[src/rtl/skf_pkg.sv]
// ----------------------------------------------------------------------------
// skf_pkg
// Shared types and constants of the scalar Kalman filter: fixed-point widths,
// reset values of the noise registers, register indexes and sequencer states.
// ----------------------------------------------------------------------------
package skf_pkg;

    localparam int CHANNELS  = 16;
    localparam int CHAN_W    = 4;
    localparam int CHAN_AW   = (CHANNELS > 1) ? $clog2(CHANNELS) : 1;
    localparam int FRAC_BITS = 30;
    localparam int DATA_W    = 32;
    localparam int Q30_W     = 31;
    localparam int DIV_STEPS = 30;
    localparam int CNT_W     = 5;

    localparam logic [CHAN_W:0]  CHAN_LIMIT = (CHAN_W + 1)'(CHANNELS);
    localparam logic [Q30_W-1:0] ONE_Q30    = 31'd1073741824;
    localparam logic [Q30_W-1:0] R_RESET    = 31'd10737418;
    localparam logic [Q30_W-1:0] Q_RESET    = 31'd107374182;
    localparam logic [CNT_W-1:0] DIV_LAST   = CNT_W'(DIV_STEPS - 1);

    typedef enum logic {
        REG_MEAS_NOISE = 1'b0,
        REG_PROC_NOISE = 1'b1
    } t_reg_index;

    typedef enum logic [2:0] {
        ST_IDLE,
        ST_LOAD,
        ST_PREP,
        ST_DIV,
        ST_MUL_K,
        ST_UPD_X,
        ST_MUL_P,
        ST_DONE
    } t_state;

endpackage

[src/rtl/scalar_kalman_filter.sv]
// ----------------------------------------------------------------------------
// scalar_kalman_filter
// Sixteen-channel one-dimensional Kalman filter with a shared restoring
// divider and a single shared multiplier under a small sequencer.
// ----------------------------------------------------------------------------
// Each input transaction carries a channel and a Q16.16 measurement and yields
// exactly one output transaction with the new estimate and the Q1.30 gain.
// An item passes these steps from acceptance until its result is offered: the
// load and prep states fetch the channel state and form the prior variance and
// divisor, the bit-serial divider produces the gain one bit per cycle, and the
// one 31 x 33 bit multiplier first forms the estimate correction and then the
// new variance. The block takes one item at a time and raises o_stall while an
// item is in flight; a finished result sits in an output register, so the
// input side opens again as soon as that register is free. Noise registers
// are clamped on write to keep the divisor non-zero, and should only be
// written while the block is idle.
module scalar_kalman_filter
    import skf_pkg::*;
(
    input  logic                     i_clk,
    input  logic                     i_rst_n,
    // input channel
    input  logic                     i_valid,
    output logic                     o_stall,
    input  logic [CHAN_W-1:0]        i_channel,
    input  logic signed [DATA_W-1:0] i_measurement,
    // output channel
    output logic                     o_valid,
    input  logic                     i_stall,
    output logic [CHAN_W-1:0]        o_channel_out,
    output logic signed [DATA_W-1:0] o_estimate_out,
    output logic [Q30_W-1:0]         o_gain_out,
    // configuration
    input  logic                     i_cfg_we,
    input  logic                     i_cfg_index,
    input  logic [Q30_W-1:0]         i_cfg_data
);

    t_state r_state, n_state;

    logic [Q30_W-1:0] r_meas_noise;
    logic [Q30_W-1:0] r_proc_noise;

    logic [DATA_W-1:0] r_est_store [CHANNELS];
    logic [DATA_W-1:0] r_var_store [CHANNELS];

    logic [CHAN_W-1:0]        r_chan;
    logic signed [DATA_W-1:0] r_meas;
    logic                     r_skip;
    logic signed [DATA_W-1:0] r_x;
    logic [DATA_W-1:0]        r_prior;
    logic [DATA_W:0]          r_div;
    logic [DATA_W:0]          r_rem;
    logic [FRAC_BITS-1:0]     r_quo;
    logic [CNT_W-1:0]         r_cnt;
    logic signed [DATA_W:0]   r_diff;
    logic signed [64:0]       r_prod;

    logic                     r_o_valid;
    logic [CHAN_W-1:0]        r_o_chan;
    logic signed [DATA_W-1:0] r_o_est;
    logic [Q30_W-1:0]         r_o_gain;

    logic [CHAN_AW-1:0] st_idx;
    logic               out_free;
    logic               finish;
    logic               chan_bad;
    logic [DATA_W+1:0]  rem_shift;
    logic               rem_ge;
    logic [Q30_W-1:0]   mul_a;
    logic signed [DATA_W:0] mul_b;
    logic signed [64:0] mul_full;

    assign st_idx   = r_chan[CHAN_AW-1:0];
    assign chan_bad = ({1'b0, i_channel} >= CHAN_LIMIT);
    assign out_free = !r_o_valid || !i_stall;

    // ---------------- sequencer ----------------
    always_comb begin
        n_state = r_state;
        case (r_state)
            ST_IDLE:  if (i_valid) n_state = chan_bad ? ST_DONE : ST_LOAD;
            ST_LOAD:  n_state = ST_PREP;
            ST_PREP:  n_state = ST_DIV;
            ST_DIV:   if (r_cnt == DIV_LAST) n_state = ST_MUL_K;
            ST_MUL_K: n_state = ST_UPD_X;
            ST_UPD_X: n_state = ST_MUL_P;
            ST_MUL_P: n_state = ST_DONE;
            ST_DONE:  if (out_free) n_state = ST_IDLE;
            default:  n_state = ST_IDLE;
        endcase
    end

    always_comb begin
        o_stall = 1'b1;
        finish  = 1'b0;
        case (r_state)
            ST_IDLE: begin
                o_stall = 1'b0;
            end
            ST_DONE: finish = out_free;
            default: o_stall = 1'b1;
        endcase
    end

    always_ff @(posedge i_clk) begin
        if (!i_rst_n) begin
            r_state <= ST_IDLE;
        end else begin
            r_state <= n_state;
        end
    end

    // ---------------- configuration ----------------
    always_ff @(posedge i_clk) begin
        if (!i_rst_n) begin
            r_meas_noise <= R_RESET;
            r_proc_noise <= Q_RESET;
        end else if (i_cfg_we) begin
            case (t_reg_index'(i_cfg_index))
                REG_MEAS_NOISE: begin
                    if (i_cfg_data == '0) begin
                        r_meas_noise <= Q30_W'(1);
                    end else if (i_cfg_data > ONE_Q30) begin
                        r_meas_noise <= ONE_Q30;
                    end else begin
                        r_meas_noise <= i_cfg_data;
                    end
                end
                REG_PROC_NOISE: begin
                    r_proc_noise <= (i_cfg_data > ONE_Q30) ? ONE_Q30 : i_cfg_data;
                end
                default: ;
            endcase
        end
    end

    // ---------------- shared arithmetic ----------------
    // Restoring division: the remainder stays below the divisor, so one
    // shifted compare and subtract per cycle yields one gain bit.
    assign rem_shift = {r_rem, 1'b0};
    assign rem_ge    = (rem_shift >= {1'b0, r_div});

    always_comb begin
        if (r_state == ST_MUL_P) begin
            mul_a = ONE_Q30 - {1'b0, r_quo};
            mul_b = $signed({1'b0, r_prior});
        end else begin
            mul_a = {1'b0, r_quo};
            mul_b = r_diff;
        end
    end

    assign mul_full = $signed({1'b0, mul_a}) * mul_b;

    always_ff @(posedge i_clk) begin
        case (r_state)
            ST_IDLE: begin
                r_chan <= i_channel;
                r_meas <= i_measurement;
                r_skip <= chan_bad;
                r_quo  <= '0;
            end
            ST_LOAD: begin
                r_x     <= r_est_store[st_idx];
                r_prior <= r_var_store[st_idx] + DATA_W'(r_proc_noise);
            end
            ST_PREP: begin
                r_div  <= {1'b0, r_prior} + (DATA_W + 1)'(r_meas_noise);
                r_rem  <= {1'b0, r_prior};
                r_diff <= (DATA_W + 1)'(r_meas) - (DATA_W + 1)'(r_x);
                r_cnt  <= '0;
            end
            ST_DIV: begin
                if (rem_ge) begin
                    r_rem <= (DATA_W + 1)'(rem_shift - {1'b0, r_div});
                end else begin
                    r_rem <= rem_shift[DATA_W:0];
                end
                r_quo <= {r_quo[FRAC_BITS-2:0], rem_ge};
                r_cnt <= r_cnt + CNT_W'(1);
            end
            ST_MUL_K: r_prod <= mul_full;
            // Low word of the floored shift gives the wrapped new estimate.
            ST_UPD_X: r_x <= r_x + r_prod[FRAC_BITS+DATA_W-1:FRAC_BITS];
            ST_MUL_P: r_prod <= mul_full;
            default: ;
        endcase
    end

    // ---------------- channel state ----------------
    always_ff @(posedge i_clk) begin
        if (!i_rst_n) begin
            for (int i = 0; i < CHANNELS; i++) begin
                r_est_store[i] <= '0;
                r_var_store[i] <= DATA_W'(ONE_Q30);
            end
        end else if (finish && !r_skip) begin
            r_est_store[st_idx] <= r_x;
            r_var_store[st_idx] <= r_prod[FRAC_BITS+DATA_W-1:FRAC_BITS];
        end
    end

    // ---------------- output register ----------------
    always_ff @(posedge i_clk) begin
        if (!i_rst_n) begin
            r_o_valid <= 1'b0;
        end else if (finish) begin
            r_o_valid <= 1'b1;
        end else if (!i_stall) begin
            r_o_valid <= 1'b0;
        end
    end

    always_ff @(posedge i_clk) begin
        if (finish) begin
            r_o_chan <= r_chan;
            r_o_est  <= r_skip ? '0 : r_x;
            r_o_gain <= r_skip ? '0 : {1'b0, r_quo};
        end
    end

    assign o_valid        = r_o_valid;
    assign o_channel_out  = r_o_chan;
    assign o_estimate_out = r_o_est;
    assign o_gain_out     = r_o_gain;

endmodule
[config.mk]
export PLATFORM = sky130hd
export DESIGN_NAME = scalar_kalman_filter
export DESIGN_NICKNAME = d
export VERILOG_FILES = /design/src/rtl/skf_pkg.sv /design/src/rtl/scalar_kalman_filter.sv
export SDC_FILE = /design/constraint.sdc
export NUM_CORES = 2
export LEC_CHECK = 0
export BUFFER_PORTS_ARGS = -buffer_cell sky130_fd_sc_hd__buf_2
export CAP_MARGIN = 25
export CELL_PAD_IN_SITES_DETAIL_PLACEMENT = 1
export CELL_PAD_IN_SITES_GLOBAL_PLACEMENT = 2
export CORE_MARGIN = 2
export CORE_UTILIZATION = 38
export CTS_BUF_LIST = sky130_fd_sc_hd__clkbuf_8 sky130_fd_sc_hd__clkbuf_16
export DETAILED_ROUTE_END_ITERATION = 10
export PLACE_DENSITY = 0.68
export SYNTH_ARGS = -nofsm -noshare
export SYNTH_HDL_FRONTEND = slang
export SYNTH_SLANG_ARGS = --single-unit
[constraint.sdc]
create_clock -name i_clk -period 16.19 [get_ports i_clk]
set_clock_uncertainty 0.15 [all_clocks]
set_input_delay 1.619 -clock i_clk [delete_from_list [all_inputs] [get_ports i_clk]]
set_output_delay 1.619 -clock i_clk [all_outputs]
set_load 0.02 [all_outputs]
==> impl_metrics.tcl <==
set metrics [dict create \
    core_um2 265100 \
    synth_edf_count 1356 \
    synthArstFlopShare 0 \
    worst_path_largest_cell_delay_ps 670 \
    io_pins 142 \
    cts_root_buf "clkbuf_16" \
    die_w_um 520.1 \
    whs_path_depth 2 \
    min_path_type "register to register" \
    hp-start "r_meas_noise[15]" \
    cp.arrival_ps 12150 \
    tns_ps 0 \
    pre_cts_ws_ps 4475 \
    whs_endpoint "r_meas_noise[15]" \
    rsz0062_at_grt "false" \
    path_class "register to register" \
    cp.required_ps 16590 \
    cts_buffers 161 \
    r2r_start "r_quo[0]" \
    grt_overflow_total 0 \
    synth_area_um2 101200 \
    layout-drive-gt1-share 0.1188 \
    grt_pass1_vias 73190 \
    dieArea_um2 270500 \
    drt_iter0_markers 5305 \
    drcViolationCount 6 \
    drtAntennaViolNets 0 \
    finalCritPeriodShare 0.7258 \
    finalSetupViolations 0 \
    status "finished with violations" \
    clk_latency_ps 860 \
    grt_pass1_wl_um 526000 \
    crit_slowest_cell "xnor2_1" \
    critPathMaxFanout 23 \
    die_h_um 520.1 \
    io_buffers 140 \
    syn_nets 10030 \
    synthFlopType "edfxtp_1" \
    final_common_cell "edfxtp_1" \
    grt_max_degree 111 \
    timing.rr.end "r_prod[54]" \
    area_growth_pct 10.62 \
    yosysWarnings 0 \
    reg2reg_slack_ps 4440 \
    worstSetupStartpointType "register" \
    synth_seq_cells 1426 \
    ff2ff_path_depth 35 \
    max_freq_mhz 85.10 \
    finalCriticalPeriod_ps 11750 \
    vias 67720 \
    cap_violations 0 \
    via_per_inst 5.563 \
    dr.pass1.iters 8 \
    relSlewSlack 0.2578 \
    yosysSeqAreaShare 0.4161 \
    final.setup.worst_slack_ps 4439 \
    synthCells 8558 \
    core.rowCount 189 \
    wire_per_inst_um 29.61 \
    cts_tree "yes" \
    crit_top_cell "fa_1" \
    slew_viol_final 0 \
    initial_utilization 0.3818 \
    yosysUniqueCellTypes 78 \
    nNetsFinal 9976 \
    final_cell_mix "edfxtp_1 (1356), inv_1 (1066), fa_1 (1053)" \
    hold_viol 0 \
    cts_buffer_depth 3 \
    endpoint_kind "register" \
    hpwlAfterDp_um 256300 \
    drt_wl_total_um 360400 \
    antenna_found_initial 18 \
    grt_usage 0.2682 \
    gp_congestion 0.9009 \
    path_clk_slew_ps 60 \
    post_cts_resized 0 \
    htree_levels 4 \
    cts_setup_buffers 0 \
    syn-mean-instance-area_um2 11.83 \
    cts.sinks 1426 \
    violations "design-rule violations" \
    cts_hold_buf 0 \
    tightest_slew_ps 1113 \
]
[sequential cells by signal, summed over array words and instances, names as in the netlist, 32 cells and up, named ones only]
register / flops
r_prod: 32
r_x: 32
r_meas: 32
r_prior: 32
o_estimate_out: 32
r_rem: 33
r_est_store: 512
r_diff: 33
r_var_store: 512
r_div: 33
[through the flow]
step	util	instance area [um2]	hold slack, ps	instances
6_report	0.4224	112000	328.4	12170
5_1_grt	0.4223	112000	348.8	12170
4_1_cts	0.4218	111800	333.7	12160
3_5_place_dp	0.4018	106500	318.2	11870
3_3_place_gp	0.4012	106400	318.9	11870
2_1_floorplan	-	101200	270.6	8558
[Yosys cell counts (4+ instances only)]
library cell / number / area [um2]
o41ai_1: 5 / 43.79
o31ai_1: 15 / 112.6
o211ai_1: 11 / 82.58
a31oi_1: 16 / 100.1
a21boi_0: 11 / 82.58
and2_1: 520 / 3253
and3_1: 65 / 406.6
mux2i_1: 39 / 390.4
dfxtp_1: 70 / 1401
nand2_1: 727 / 2729
clkbuf_1: 495 / 1858
o21ai_0: 165 / 825.8
inv_1: 1034 / 3881
a31o_2: 8 / 70.07
a21o_1: 104 / 780.8
xor2_1: 75 / 656.9
a211oi_1: 16 / 120.1
o31a_1: 9 / 78.83
o21ba_2: 4 / 40.04
o21bai_1: 21 / 157.7
edfxtp_1: 1356 / 40720
o21a_1: 31 / 232.7
nand4_1: 17 / 106.4
ha_1: 341 / 4267
nor4_1: 138 / 863.3
buf_2: 5 / 25.02
nor2b_1: 72 / 450.4
nand3_1: 61 / 305.3
a211o_1: 8 / 70.07
a2111oi_0: 6 / 52.55
nor2_1: 720 / 2703
or2_2: 10 / 62.56
buf_1: 42 / 157.7
xnor2_1: 154 / 1349
nor3_1: 415 / 2077
clkinv_1: 32 / 120.1
a21oi_1: 197 / 986.0
a41oi_1: 6 / 52.55
or3_1: 23 / 143.9
nor3b_1: 4 / 30.03
o2bb2ai_1: 4 / 35.03
nand2b_1: 41 / 256.5
a22oi_1: 33 / 247.7
fa_1: 1053 / 21080
mux4_2: 320 / 7207
[routing by layer]
layer,global-route usage,part of all wire
met2,0.4548,0.49
met5,0,0.000047
met4,0.09238,0.039
met1,0.3578,0.42
met3,0.02923,0.049
[logic make-up (layout without fill, tap and decap cells)]
group / after synthesis / in the layout / share of synthesized area
and+or+nand+nor: 2833 / 2833 / 0.1343
buffers and inverters: 1612 / 1688 / 0.06006
DFF: 1426 / 1426 / 0.4161
adders and majority gates: 1394 / 1394 / 0.2504
AOI/OAI and AO/OA: 702 / 702 / 0.04398
muxes: 361 / 361 / 0.07528
xor gates and xnor gates: 229 / 229 / 0.01981
other: 1 / 8 / 0.00003705
[worst max-delay path by stage]
stage                               endpoint        from  slack (ps)  depth (start not counted)
after floorplan           r_est_store[12][0]     i_stall        4790                          6
after global placement            r_prod[54]  r_state[2]        4610                         32
after detailed placement          r_prod[54]  r_state[2]        4470                         32
after CTS                         r_prod[54]  r_state[2]        4390                         32
after global routing              r_prod[54]    r_quo[0]        3870                         35
final                             r_prod[54]    r_quo[0]        4440                         35
[area by class of cell]
cell class	instances	area, um2
Antenna cell	7	17.52
Clock buffer	163	4056
Clock inverter	125	1246
Fill cell	27870	153100
Inverter	1066	4001
Multi-Input combinational cell	5520	53700
Sequential cell	1426	42140
Tap cell	3533	4420
Timing Repair Buffer	334	2397
[critical path, delay by kind of cell (launching register included)]
family / cells / cell delay (ps)
fa+ha+maj: 10 / 4580
compound gates: 8 / 2520
simple gates: 10 / 1840
buf+inv: 5 / 1140
xor+xnor: 2 / 840
flops: 1 / 360
Power is not shown: default switching activity piles up to over one toggle a cycle in this logic, so the estimate is an artifact.
